===== src/hw/rtl/scm_pkg.sv =====
// Shared types and constants for the stereo correlation meter.
package scm_pkg;

  localparam int SampleBitsDefault = 24;
  localparam int MaxWindowDefault  = 65536;

  localparam int SampleWidth   = 24;
  localparam int CorrWidth     = 16;
  localparam int CountWidth    = 24;
  localparam int LenWidth      = 17;
  localparam int EnergyWidth   = 64;
  localparam int CfgIndexWidth = 2;
  localparam int QuotientBits  = 16;

  localparam logic [CfgIndexWidth-1:0] RegWindowLength = 2'd0;
  localparam logic [CfgIndexWidth-1:0] RegGateEnergy   = 2'd1;

  localparam logic [LenWidth-1:0]          WindowLengthReset = 17'd2400;
  localparam logic [EnergyWidth-1:0]       GateEnergyReset   = '0;
  localparam logic [CountWidth-1:0]        CountMax          = '1;
  localparam logic signed [CorrWidth-1:0]  CorrPosFull       = 16'sh7FFF;
  localparam logic signed [CorrWidth-1:0]  CorrNegFull       = 16'sh8000;

  typedef struct packed {
    logic signed [SampleWidth-1:0] left_sample;
    logic signed [SampleWidth-1:0] right_sample;
    logic                          clear_stats;
  } scm_in_t;

  typedef struct packed {
    logic signed [CorrWidth-1:0] corr_value;
    logic                        was_gated;
    logic                        is_negative;
    logic [CountWidth-1:0]       counted_windows;
    logic [CountWidth-1:0]       negative_windows;
    logic signed [CorrWidth-1:0] min_corr;
    logic signed [CorrWidth-1:0] max_corr;
  } scm_out_t;

  typedef struct packed {
    logic load;
    logic square;
    logic use_side;
    logic acc_mid;
    logic acc_side;
    logic check;
    logic prep;
    logic div_step;
    logic finish;
    logic update;
    logic publish;
  } scm_cmd_t;

  typedef struct packed {
    logic window_end;
    logic gated;
    logic out_free;
  } scm_status_t;

endpackage


===== src/hw/rtl/stereo_correlation_meter.sv =====
// Top level of the stereo correlation meter: controller, datapath and checks.
// A sample request runs through capture, two squarings on one multiplier, sum and check.
// A request that closes a counted window then runs prep, the one-bit-per-cycle divider,
// finish, update and publish; a gated one skips prep and the divider. Publish waits for the output register.
// Results sit in an output register; a new request is taken while a result waits.
// Synchronous active-low reset: sums, counts and window position cleared, min 32767,
// max -32768, window_length 2400, gate_energy 0, output empty.
module stereo_correlation_meter #(
  parameter int SAMPLE_BITS = scm_pkg::SampleBitsDefault,
  parameter int MAX_WINDOW  = scm_pkg::MaxWindowDefault
) (
  input  logic                              clk,
  input  logic                              rst_n,
  input  logic                              in_valid,
  output logic                              in_stall,
  input  scm_pkg::scm_in_t                  in_data,
  output logic                              out_valid,
  input  logic                              out_stall,
  output scm_pkg::scm_out_t                 out_data,
  input  logic                              cfg_valid,
  output logic                              cfg_ready,
  input  logic [scm_pkg::CfgIndexWidth-1:0] cfg_index,
  input  logic [scm_pkg::EnergyWidth-1:0]   cfg_data
);
  import scm_pkg::*;

  scm_cmd_t    cmd;
  scm_status_t status;

  assign cfg_ready = 1'b1;

  scm_controller u_ctrl (
    .clk      (clk),
    .rst_n    (rst_n),
    .in_valid (in_valid),
    .in_stall (in_stall),
    .status   (status),
    .cmd      (cmd)
  );

  scm_datapath #(
    .SAMPLE_BITS (SAMPLE_BITS),
    .MAX_WINDOW  (MAX_WINDOW)
  ) u_dp (
    .clk       (clk),
    .rst_n     (rst_n),
    .cmd       (cmd),
    .status    (status),
    .in_data   (in_data),
    .cfg_valid (cfg_valid && cfg_ready),
    .cfg_index (cfg_index),
    .cfg_data  (cfg_data),
    .out_valid (out_valid),
    .out_data  (out_data),
    .out_stall (out_stall)
  );

  a_one_request_at_a_time: assert property (@(posedge clk) disable iff (!rst_n)
    (in_valid && !in_stall) |=> in_stall)
    else $error("request accepted while previous one in progress");

  a_min_below_max: assert property (@(posedge clk) disable iff (!rst_n)
    (out_valid && out_data.counted_windows != '0) |->
      ($signed(out_data.min_corr) <= $signed(out_data.max_corr)))
    else $error("min_corr above max_corr");

  a_gated_result: assert property (@(posedge clk) disable iff (!rst_n)
    (out_valid && out_data.was_gated) |->
      (out_data.corr_value == '0 && !out_data.is_negative))
    else $error("gated window carries a correlation");

  a_negative_sign: assert property (@(posedge clk) disable iff (!rst_n)
    (out_valid && out_data.is_negative) |-> ($signed(out_data.corr_value) <= 0))
    else $error("negative window with positive correlation");

endmodule


===== src/hw/rtl/scm_datapath.sv =====
// Datapath: squaring, window sums, shift-subtract divider, statistics, output register.
module scm_datapath #(
  parameter int SAMPLE_BITS = scm_pkg::SampleBitsDefault,
  parameter int MAX_WINDOW  = scm_pkg::MaxWindowDefault
) (
  input  logic                                 clk,
  input  logic                                 rst_n,
  input  scm_pkg::scm_cmd_t                    cmd,
  output scm_pkg::scm_status_t                 status,
  input  scm_pkg::scm_in_t                     in_data,
  input  logic                                 cfg_valid,
  input  logic [scm_pkg::CfgIndexWidth-1:0]    cfg_index,
  input  logic [scm_pkg::EnergyWidth-1:0]      cfg_data,
  output logic                                 out_valid,
  output scm_pkg::scm_out_t                    out_data,
  input  logic                                 out_stall
);
  import scm_pkg::*;

  localparam int MagWidth  = SAMPLE_BITS + 1;
  localparam int ProdWidth = 2 * MagWidth;
  localparam logic [LenWidth-1:0] MaxWin = LenWidth'(MAX_WINDOW);

  logic signed [SAMPLE_BITS-1:0] left_r, right_r;
  logic [ProdWidth-1:0]          prod_r;
  logic [EnergyWidth-1:0]        mid_sum_r, side_sum_r;
  logic [LenWidth-1:0]           samples_r;
  logic [LenWidth-1:0]           win_len_r;
  logic [EnergyWidth-1:0]        gate_r;
  logic [CountWidth-1:0]         count_r, neg_count_r;
  logic signed [CorrWidth-1:0]   low_r, high_r, corr_r;
  logic [EnergyWidth-1:0]        div_m_r, div_s_r, rem_r, den_r;
  logic [QuotientBits-1:0]       quo_r;
  logic                          gated_r, neg_r, zero_r, sat_r;
  logic                          out_valid_r;
  scm_out_t                      out_data_r;

  logic signed [MagWidth-1:0] mid_w, side_w;
  logic [MagWidth-1:0]        mid_mag, side_mag, sq_sel;
  logic [ProdWidth-1:0]       sq_w;
  logic [EnergyWidth:0]       acc_w;
  logic [EnergyWidth-1:0]     acc_sum, acc_base;
  logic [LenWidth-1:0]        len_eff;
  logic [1:0]                 shift_w;
  logic [EnergyWidth-1:0]     rem2_w;
  logic [QuotientBits:0]      rounded_w, neg_val_w;
  logic signed [CorrWidth-1:0] corr_nxt;

  assign mid_w  = MagWidth'(left_r) + MagWidth'(right_r);
  assign side_w = MagWidth'(left_r) - MagWidth'(right_r);
  assign mid_mag  = mid_w[MagWidth-1]  ? MagWidth'(-mid_w)  : MagWidth'(mid_w);
  assign side_mag = side_w[MagWidth-1] ? MagWidth'(-side_w) : MagWidth'(side_w);
  assign sq_sel = cmd.use_side ? side_mag : mid_mag;
  assign sq_w   = ProdWidth'(sq_sel) * ProdWidth'(sq_sel);

  assign acc_base = cmd.acc_mid ? mid_sum_r : side_sum_r;
  assign acc_w    = {1'b0, acc_base} + (EnergyWidth + 1)'(prod_r);
  assign acc_sum  = acc_w[EnergyWidth] ? '1 : acc_w[EnergyWidth-1:0];

  always_comb begin
    if (win_len_r == '0) begin
      len_eff = LenWidth'(1);
    end else if (win_len_r > MaxWin) begin
      len_eff = MaxWin;
    end else begin
      len_eff = win_len_r;
    end
  end

  always_comb begin
    if (mid_sum_r[63] || side_sum_r[63]) begin
      shift_w = 2'd2;
    end else if (mid_sum_r[62] || side_sum_r[62]) begin
      shift_w = 2'd1;
    end else begin
      shift_w = 2'd0;
    end
  end

  assign rem2_w    = {rem_r[EnergyWidth-2:0], 1'b0};
  assign rounded_w = ({1'b0, quo_r} + (QuotientBits + 1)'(1)) >> 1;
  assign neg_val_w = (QuotientBits + 1)'(0) - rounded_w;

  always_comb begin
    if (gated_r || zero_r) begin
      corr_nxt = '0;
    end else if (sat_r) begin
      corr_nxt = neg_r ? CorrNegFull : CorrPosFull;
    end else if (neg_r) begin
      corr_nxt = $signed(neg_val_w[CorrWidth-1:0]);
    end else if (rounded_w > (QuotientBits + 1)'(CorrPosFull)) begin
      corr_nxt = CorrPosFull;
    end else begin
      corr_nxt = $signed(rounded_w[CorrWidth-1:0]);
    end
  end

  assign status.window_end = samples_r >= len_eff;
  assign status.gated      = mid_sum_r < gate_r;
  assign status.out_free   = !out_valid_r || !out_stall;

  // configuration
  always_ff @(posedge clk) begin
    if (!rst_n) begin
      win_len_r <= WindowLengthReset;
      gate_r    <= GateEnergyReset;
    end else if (cfg_valid) begin
      case (cfg_index)
        RegWindowLength: win_len_r <= cfg_data[LenWidth-1:0];
        RegGateEnergy:   gate_r    <= cfg_data;
        default: ;
      endcase
    end
  end

  // window sums and statistics
  always_ff @(posedge clk) begin
    if (!rst_n) begin
      mid_sum_r   <= '0;
      side_sum_r  <= '0;
      samples_r   <= '0;
      count_r     <= '0;
      neg_count_r <= '0;
      low_r       <= CorrPosFull;
      high_r      <= CorrNegFull;
    end else begin
      if (cmd.load && in_data.clear_stats) begin
        mid_sum_r   <= '0;
        side_sum_r  <= '0;
        samples_r   <= '0;
        count_r     <= '0;
        neg_count_r <= '0;
        low_r       <= CorrPosFull;
        high_r      <= CorrNegFull;
      end
      if (cmd.acc_mid) begin
        mid_sum_r <= acc_sum;
      end
      if (cmd.acc_side) begin
        side_sum_r <= acc_sum;
        if (samples_r != '1) begin
          samples_r <= samples_r + LenWidth'(1);
        end
      end
      if (cmd.update) begin
        mid_sum_r  <= '0;
        side_sum_r <= '0;
        samples_r  <= '0;
        if (!gated_r) begin
          if (count_r != CountMax) begin
            count_r <= count_r + CountWidth'(1);
          end
          if (neg_r && neg_count_r != CountMax) begin
            neg_count_r <= neg_count_r + CountWidth'(1);
          end
          if (corr_r < low_r) begin
            low_r <= corr_r;
          end
          if (corr_r > high_r) begin
            high_r <= corr_r;
          end
        end
      end
    end
  end

  // sample capture, squaring and divider payload
  always_ff @(posedge clk) begin
    if (cmd.load) begin
      left_r  <= in_data.left_sample[SAMPLE_BITS-1:0];
      right_r <= in_data.right_sample[SAMPLE_BITS-1:0];
    end
    if (cmd.square) begin
      prod_r <= sq_w;
    end
    if (cmd.check) begin
      div_m_r <= mid_sum_r >> shift_w;
      div_s_r <= side_sum_r >> shift_w;
      gated_r <= status.gated;
      neg_r   <= mid_sum_r < side_sum_r;
      zero_r  <= (mid_sum_r == '0) && (side_sum_r == '0);
    end
    if (cmd.prep) begin
      rem_r <= neg_r ? div_s_r - div_m_r : div_m_r - div_s_r;
      den_r <= div_m_r + div_s_r;
      sat_r <= (div_m_r == '0) || (div_s_r == '0);
      quo_r <= '0;
    end
    if (cmd.div_step) begin
      if (rem2_w >= den_r) begin
        rem_r <= rem2_w - den_r;
        quo_r <= {quo_r[QuotientBits-2:0], 1'b1};
      end else begin
        rem_r <= rem2_w;
        quo_r <= {quo_r[QuotientBits-2:0], 1'b0};
      end
    end
    if (cmd.finish) begin
      corr_r <= corr_nxt;
    end
  end

  // output register
  always_ff @(posedge clk) begin
    if (!rst_n) begin
      out_valid_r <= 1'b0;
    end else if (cmd.publish) begin
      out_valid_r <= 1'b1;
    end else if (!out_stall) begin
      out_valid_r <= 1'b0;
    end
  end

  always_ff @(posedge clk) begin
    if (cmd.publish) begin
      out_data_r.corr_value       <= corr_r;
      out_data_r.was_gated        <= gated_r;
      out_data_r.is_negative      <= neg_r && !gated_r;
      out_data_r.counted_windows  <= count_r;
      out_data_r.negative_windows <= neg_count_r;
      out_data_r.min_corr         <= low_r;
      out_data_r.max_corr         <= high_r;
    end
  end

  assign out_valid = out_valid_r;
  assign out_data  = out_data_r;

endmodule


===== src/hw/rtl/scm_controller.sv =====
// Controller: sequences squaring, accumulation, window check, divide and publish.
module scm_controller (
  input  logic                 clk,
  input  logic                 rst_n,
  input  logic                 in_valid,
  output logic                 in_stall,
  input  scm_pkg::scm_status_t status,
  output scm_pkg::scm_cmd_t    cmd
);
  import scm_pkg::*;

  localparam int CntWidth = $clog2(QuotientBits);

  localparam logic [3:0] StIdle    = 4'd0;
  localparam logic [3:0] StSqMid   = 4'd1;
  localparam logic [3:0] StSqSide  = 4'd2;
  localparam logic [3:0] StAccum   = 4'd3;
  localparam logic [3:0] StCheck   = 4'd4;
  localparam logic [3:0] StPrep    = 4'd5;
  localparam logic [3:0] StDiv     = 4'd6;
  localparam logic [3:0] StFinish  = 4'd7;
  localparam logic [3:0] StUpdate  = 4'd8;
  localparam logic [3:0] StPublish = 4'd9;

  localparam logic [CntWidth-1:0] LastStep = CntWidth'(QuotientBits - 1);

  logic [3:0]          state_r, state_nxt;
  logic [CntWidth-1:0] step_r, step_nxt;

  always_comb begin
    state_nxt = state_r;
    step_nxt  = step_r;
    cmd       = '0;
    case (state_r)
      StIdle: begin
        if (in_valid) begin
          cmd.load  = 1'b1;
          state_nxt = StSqMid;
        end
      end
      StSqMid: begin
        cmd.square = 1'b1;
        state_nxt  = StSqSide;
      end
      StSqSide: begin
        cmd.square   = 1'b1;
        cmd.use_side = 1'b1;
        cmd.acc_mid  = 1'b1;
        state_nxt    = StAccum;
      end
      StAccum: begin
        cmd.acc_side = 1'b1;
        state_nxt    = StCheck;
      end
      StCheck: begin
        cmd.check = 1'b1;
        if (!status.window_end) begin
          state_nxt = StIdle;
        end else if (status.gated) begin
          state_nxt = StFinish;
        end else begin
          state_nxt = StPrep;
        end
      end
      StPrep: begin
        cmd.prep  = 1'b1;
        step_nxt  = '0;
        state_nxt = StDiv;
      end
      StDiv: begin
        cmd.div_step = 1'b1;
        step_nxt     = step_r + CntWidth'(1);
        if (step_r == LastStep) begin
          state_nxt = StFinish;
        end
      end
      StFinish: begin
        cmd.finish = 1'b1;
        state_nxt  = StUpdate;
      end
      StUpdate: begin
        cmd.update = 1'b1;
        state_nxt  = StPublish;
      end
      StPublish: begin
        if (status.out_free) begin
          cmd.publish = 1'b1;
          state_nxt   = StIdle;
        end
      end
      default: begin
        state_nxt = StIdle;
      end
    endcase
  end

  always_ff @(posedge clk) begin
    if (!rst_n) begin
      state_r <= StIdle;
      step_r  <= '0;
    end else begin
      state_r <= state_nxt;
      step_r  <= step_nxt;
    end
  end

  assign in_stall = state_r != StIdle;

endmodule


===== config.mk =====
export PLATFORM = sky130hd
export DESIGN_NAME = stereo_correlation_meter
export DESIGN_NICKNAME = d
export VERILOG_FILES = /design/src/hw/rtl/scm_pkg.sv /design/src/hw/rtl/stereo_correlation_meter.sv /design/src/hw/rtl/scm_datapath.sv /design/src/hw/rtl/scm_controller.sv
export SDC_FILE = /design/constraint.sdc
export NUM_CORES = 2
export LEC_CHECK = 0
export ABC_AREA = 1
export BUFFER_PORTS_ARGS = -buffer_cell sky130_fd_sc_hd__buf_2
export CAP_MARGIN = 20
export CORE_MARGIN = 10
export CORE_UTILIZATION = 58
export DETAILED_ROUTE_END_ITERATION = 8
export GPL_TIMING_DRIVEN = 0
export PLACE_DENSITY = 0.79
export SYNTH_ARGS = -nofsm -noshare
export SYNTH_HDL_FRONTEND = slang
export SYNTH_SLANG_ARGS = --single-unit

===== constraint.sdc =====
create_clock -name clk -period 10.45 [get_ports clk]
set_clock_uncertainty 0.15 [all_clocks]
set_input_delay 1.5675 -clock clk [delete_from_list [all_inputs] [get_ports clk]]
set_output_delay 1.5675 -clock clk [all_outputs]
set_load 0.005 [all_outputs]

## After elaboration in Yosys (flattened, before gate mapping)

Cells that the tools add are included.

- $add $sub $neg: 15
- Multiply operators: 1
- $lt $le $gt $ge: 8
- Equal/unequal tests: 18
- Shift-type cells: 2
- Mux-type cells: 63
- Bitwise gates (word level): 1
- Reduce and logical (&&, ||, !) cells: 29

Operator list:

| cell | count |
|---|---|
| $mux W64 | 5 |
| $logic_not A64 Y1 | 4 |
| $mux W63 | 4 |
| $mux W16 | 14 |
| $mux W24 | 8 |
| $sub A63 B63 Y63 | 3 |
| $lt A64 B64 Y1 | 2 |
| $shr A64 B2 Y64 | 2 |
| $mux W17 | 5 |
| $mux W25 | 3 |
| $add A64 B50 Y65 | 1 |
| $add A64 B64 Y64 | 1 |
| $ge A64 B64 Y1 | 1 |
| $mul A25 B25 Y50 | 1 |
| $neg A25 Y25 | 2 |
| $add A24 B1 Y24 const B | 2 |
| $ne A24 B24 Y1 const B | 2 |
| $pmux W4 S10 | 1 |
| $add A24 B24 Y25 | 1 |
| $sub A24 B24 Y25 | 1 |
| $add A16 B1 Y17 const B | 1 |
| $add A17 B1 Y17 const B | 1 |
| $ge A17 B17 Y1 | 1 |
| $gt A17 B17 Y1 const B | 1 |
| other kinds (30) | 70 |

- Bits in registers: 802
- Input port bits: 120
- Output and inout bits: 101
- Word-level logic and storage cells: 169

## Depth between registers and ports, before layout

- Word-level depth: 7
- Mapped depth: 51

## By module

From an unflattened synthesis, not the netlist that was laid out.

- Cell total of the unflattened synthesis: 10961
- Area total of the unflattened synthesis: 80820.0 µm²

By module, submodules not included:

| module | times used | cells an instance | area each (µm²) | sequential area each (µm²) |
|---|---|---|---|---|
| scm_datapath | 1 | 10882 | 80273.2 | 20739.9 |
| scm_controller | 1 | 77 | 535.5 | 160.2 |
| stereo_correlation_meter | 1 | 2 | 11.3 | 0.0 |

## Least setup slack after synthesis

OpenSTA, ideal clock, no wires.

- Path kind: register -> register
- Start: register u_dp.right_r[0]
- End: register u_dp.prod_r[45] (data pin)
- Arrival: 8.415 ns
- Data required time: 10.044 ns
- Slack: 1.628 ns
- Stages on the path, launching flop included: 47
- Path buffers: 2
- Clock period less this slack: 8.822 ns
- Path through: edfxtp_1 > ha_1 > fa_1 > inv_1 > nand3_1 > nand2_2 > nand2_1 > nand2_1 > nand2_1 > nand2_1 > nand2_1 > nand2_2 > xor2_4 > buf_6 > nand2_1 > a21oi_1 > o21ai_1 > nand2_2 > [... 11 more ...] > fa_1 > inv_1 > fa_1 > inv_1 > ha_1 > nand2_1 > nor2_1 > inv_1 > nor2_1 > nand3_1 > o21ai_0 > a21oi_1 > o21ai_0 > nand2_1 > inv_1 > nor2_1 > nand2_1 > nand2_1

- Longest elaborated chain between the ends: 5
- Elaborated cells on any way between the ends: 8
- Those cells by class: add/sub: 4; mul: 1; mux: 3

RTL lines:

| item | line | RTL |
|---|---|---|
| start: declaration | scm_datapath.sv:24 | `logic signed [SAMPLE_BITS-1:0] left_r, right_r;` |
| start signal: assignment | scm_datapath.sv:171 | `right_r <= in_data.right_sample[SAMPLE_BITS-1:0];` |
| $add A24 B24 Y25 / $sub A24 B24 Y25 (equally long branches) | scm_datapath.sv:49, scm_datapath.sv:50 |  |
| $neg A25 Y25, on equally long branches | scm_datapath.sv:51, scm_datapath.sv:52 |  |
| $mux W25, on equally long branches | scm_datapath.sv:51, scm_datapath.sv:52 |  |
| $mux W25 (*) | scm_datapath.sv:53 | `assign sq_sel = cmd.use_side ? side_mag : mid_mag;` |
| $mul A25 B25 Y50 (*) | scm_datapath.sv:54 | `assign sq_w = ProdWidth'(sq_sel) * ProdWidth'(sq_sel);` |
| net u_dp.sq_w[45] | scm_datapath.sv:40 | `logic [ProdWidth-1:0] sq_w;` |
| end signal: assignment | scm_datapath.sv:174 | `prod_r <= sq_w;` |
| end: declaration | scm_datapath.sv:25 | `logic [ProdWidth-1:0] prod_r;` |

Mark *: on every way through the listed nets, which the timed path passes. The rest lies on a longest branch.
A chain may end at the register's enable or synchronous reset.

## Worst setup path in the final report

- Start: register u_ctrl.state_r[1]
- End: register u_dp.prod_r[48] (data pin)

- Longest elaborated chain between the ends: 4

RTL lines:

| item | line | RTL |
|---|---|---|
| start: declaration | scm_controller.sv:27 | `logic [3:0] state_r, state_nxt;` |
| start signal: assignment | scm_controller.sv:99 | `state_r <= StIdle;` |
| start signal: assignment | scm_controller.sv:102 | `state_r <= state_nxt;` |
| $eq A4 B2 Y1 | scm_controller.sv:34 | `case (state_r)` |
| $mux W2 | scm_controller.sv:34 |  |
| $mux W25 | scm_datapath.sv:53 |  |
| $mul A25 B25 Y50 | scm_datapath.sv:54 |  |
| net u_dp.sq_w[48] | scm_datapath.sv:40 |  |

The timed path passes the listed nets, and every way through them passes these cells.

==> impl_metrics.yaml <==
outcome:
  status: "finished, violations left"
  violations: "capacitance limit, slew limit"
floorplan:
  ios: 221
  rows: 137
  initial_core_util_pct: 58.6
  die_area_um2: 157000
  core_um2: 140000
  fp.dieW_um: 396
  die_h_um: 396
worst_setup_path:
  critPathMaxStageDelay_ps: 680
  endpoint_kind: "register"
  cp-start-kind: "register"
  cp.required_ps: 10820
  crit_slowest_cell: "fa_2"
  crit_type: "register to register"
  cp_max_fo: 10
  critPathBufInv: 10
  cpMostUsedCell: "fa_1"
  crit_family: "adder cells"
  ff2ff_setup_slack_ps: 360
  arrival_ps: 10460
global_routing:
  grt_pass1_vias: 79800
  track_usage_pct: 39.9
  antenna_found_initial: 11
  overflow: 0
  grt_pass1_wl_um: 479000
  grt_max_degree: 72
placement:
  hpwl_um: 274000
  placed_area_um2: 86000
  io_buffers: 219
  gp_congestion: 1.28
run:
  drv_cap: 1
synth:
  synth-main-ff-cell: "edfxtp_1"
  ys_seq_elements: 801
  yosysSeqAreaShare_pct: 25.5
  netlist_top_cells_count: "2176 x nand2_1, 2008 x inv_1, 1196 x nor2_1"
  yosys.area_share.simple_pct: 22.0
  synth_cells: 11300
  synth_top_family_by_area: "adder cells"
  netlist_area_um2: 82000
  ys_warn_count: 0
  synth_mux_area_share_pct: 0.0488
  synth_xor_area_share_pct: 2.64
  yosys-top-cells-area: "edfxtp_1 18%, fa_1 12%, ha_1 11%, nand2_1 10%, inv_1 9.2%"
  synth.distinct_cells: 75
  synth_edf_count: 486
  synth_top_area_cell: "edfxtp_1"
  synthAdderAreaFrac_pct: 22.6
  synth_compound_area_share_pct: 16.1
  syn_avg_cell_area_um2: 7.27
  synth_top_cell_area_share_pct: 17.8
  synth_most_common_cell: "nand2_1"
  postSynth.asyncResetShare_pct: 0
clock_network:
  cts_hold_buf: 0
  clock_latency_ps: 760
  cts_root_buf: "clkbuf_16"
  clockBufferDepth: 3
  cts_tree: "yes"
  clk_pin_slew_ps: 70
  cts_max_level: 3
  cts_buffers: 88
  clock_sinks: 801
routing:
  wire_per_inst_um: 24.0
  totalWireLength_um: 327000
  drcViolationCount: 0
  first_iter_violations: 10800
  avgViaCountPerCell: 6.09
  ant_nets: 0
  first_pass_iters: 8
  num_vias: 83000
timing:
  tightest_slew_ps: 1490
  slew_viol_final: 1
  timing.hold.ws_ps: 289
  finalCritPeriodShare_pct: 96.6
  finalHoldViolations: 0
  setup_viol: 0
  min_period_ps: 10090
  relSlewSlack_pct: -0.339
  fin_setup_tns_ps: 0
  max_freq_mhz: 99.1
layout:
  fillers: 12500
  area_delta_synth_final_pct: 9.23
  utilization_pct: 64.0
  seq_area_um2: 20900
  fin_area_um2: 89600
  drive_above_1_share_pct: 6.80
  multi_input_area_um2: 52300
  nNetsFinal: 13000
hold_path:
  hold_class: "register to register"
worst reg2reg max path: cells and delay by family, from the launching register on:
family | cells | cell delay, ps
fa+ha+maj | 8 | 4380
buf+inv | 10 | 2570
simple gates | 11 | 1950
flops | 1 | 370
xor+xnor | 1 | 300
compound gates | 1 | 120
area by class of cell:
type	count	share of cell area [%]
antenna	4	0.0112
buffer	332	1.72
clock buffer	102	2.57
clock inverter	60	0.780
inverter	2046	8.61
multi-input combinational	8128	58.4
sequential	801	23.3
tap	1876	2.62
timing repair buffer	281	1.98
kinds of logic after synthesis:
logic type | after synthesis
AO/OA/AOI/OAI | 2345
XOR/XNOR | 245
adder cells (fa/ha/maj) | 1194
buffers and inverters | 2378
flip-flops | 801
multiplexers | 4
other | 2
AND/OR/NAND/NOR | 4320
what timing repair did:
| action | CTS | global route |
|---|---|---|
| pin swaps | 1 | 9 |
| setup buffers | 2 | 20 |
| resized for setup | 9 | 91 |
| setup endpoints to repair | 6 | 19 |
through the flow:
step	setup slack [ps]	cells
5_1_grt	-47.0	13600
3_5_place_dp	-468	13400
4_1_cts	8.63	13600
6_report	357	13600
3_3_place_gp	-977	13400
2_1_floorplan	1630	11300
state kept, by name, indices dropped and copies added (netlist names), 4 cells and up:
name,cells
u_ctrl.state_r,4
u_ctrl.step_r,4
u_dp.corr_r,16
u_dp.count_r,24
u_dp.den_r,64
u_dp.div_m_r,64
u_dp.div_s_r,64
u_dp.gate_r,64
u_dp.high_r,16
u_dp.left_r,24
u_dp.low_r,16
u_dp.mid_sum_r,64
u_dp.neg_count_r,24
u_dp.out_data,98
u_dp.prod_r,49
u_dp.quo_r,16
u_dp.rem_r,63
u_dp.right_r,24
u_dp.samples_r,17
u_dp.side_sum_r,64
u_dp.win_len_r,17
routing by layer:
layer	vias up	part of all wire, %	global-route usage [%]
met1	39100	38	50.2
met3	1207	13	12.8
li1	37500	-	-
met2	5242	43	60.6
met5	-	0.075	0
met4	10	6.9	22.2
worst paths after layout:
check,start,end,depth (start not counted)
worst min-delay path,u_dp.low_r[6]$_SDFF_PN1_,u_dp.out_data[22]$_DFFE_PP_,0
worst min register to register,u_dp.low_r[6]$_SDFF_PN1_,u_dp.out_data[22]$_DFFE_PP_,0
worst max-delay path,u_ctrl.state_r[1]$_SDFFE_PN0P_,u_dp.prod_r[48]$_DFFE_PP_,31
worst max register to register,u_ctrl.state_r[1]$_SDFFE_PN0P_,u_dp.prod_r[48]$_DFFE_PP_,31
layout by cell type, fill, tap and decap left out, types with 57 or more instances in the layout:
cell and n:
a21oi_1 1013, ha_1 710, a31oi_1 57, nand2_1 2166, nand4_1 140, nor3_1 116, a21o_1 60, xor2_1 182
dfxtp_1 315, buf_2 261, o21bai_1 61, edfxtp_1 486, nor4_1 80, clkbuf_16 88, o211ai_1 86, fa_1 475
o21ai_0 770, nand3_1 432, xnor2_1 61, clkbuf_1 227, inv_1 1998, nor2_1 1182
Power is not shown: default switching activity piles up to over one toggle a cycle in this logic, so the estimate is an artifact.
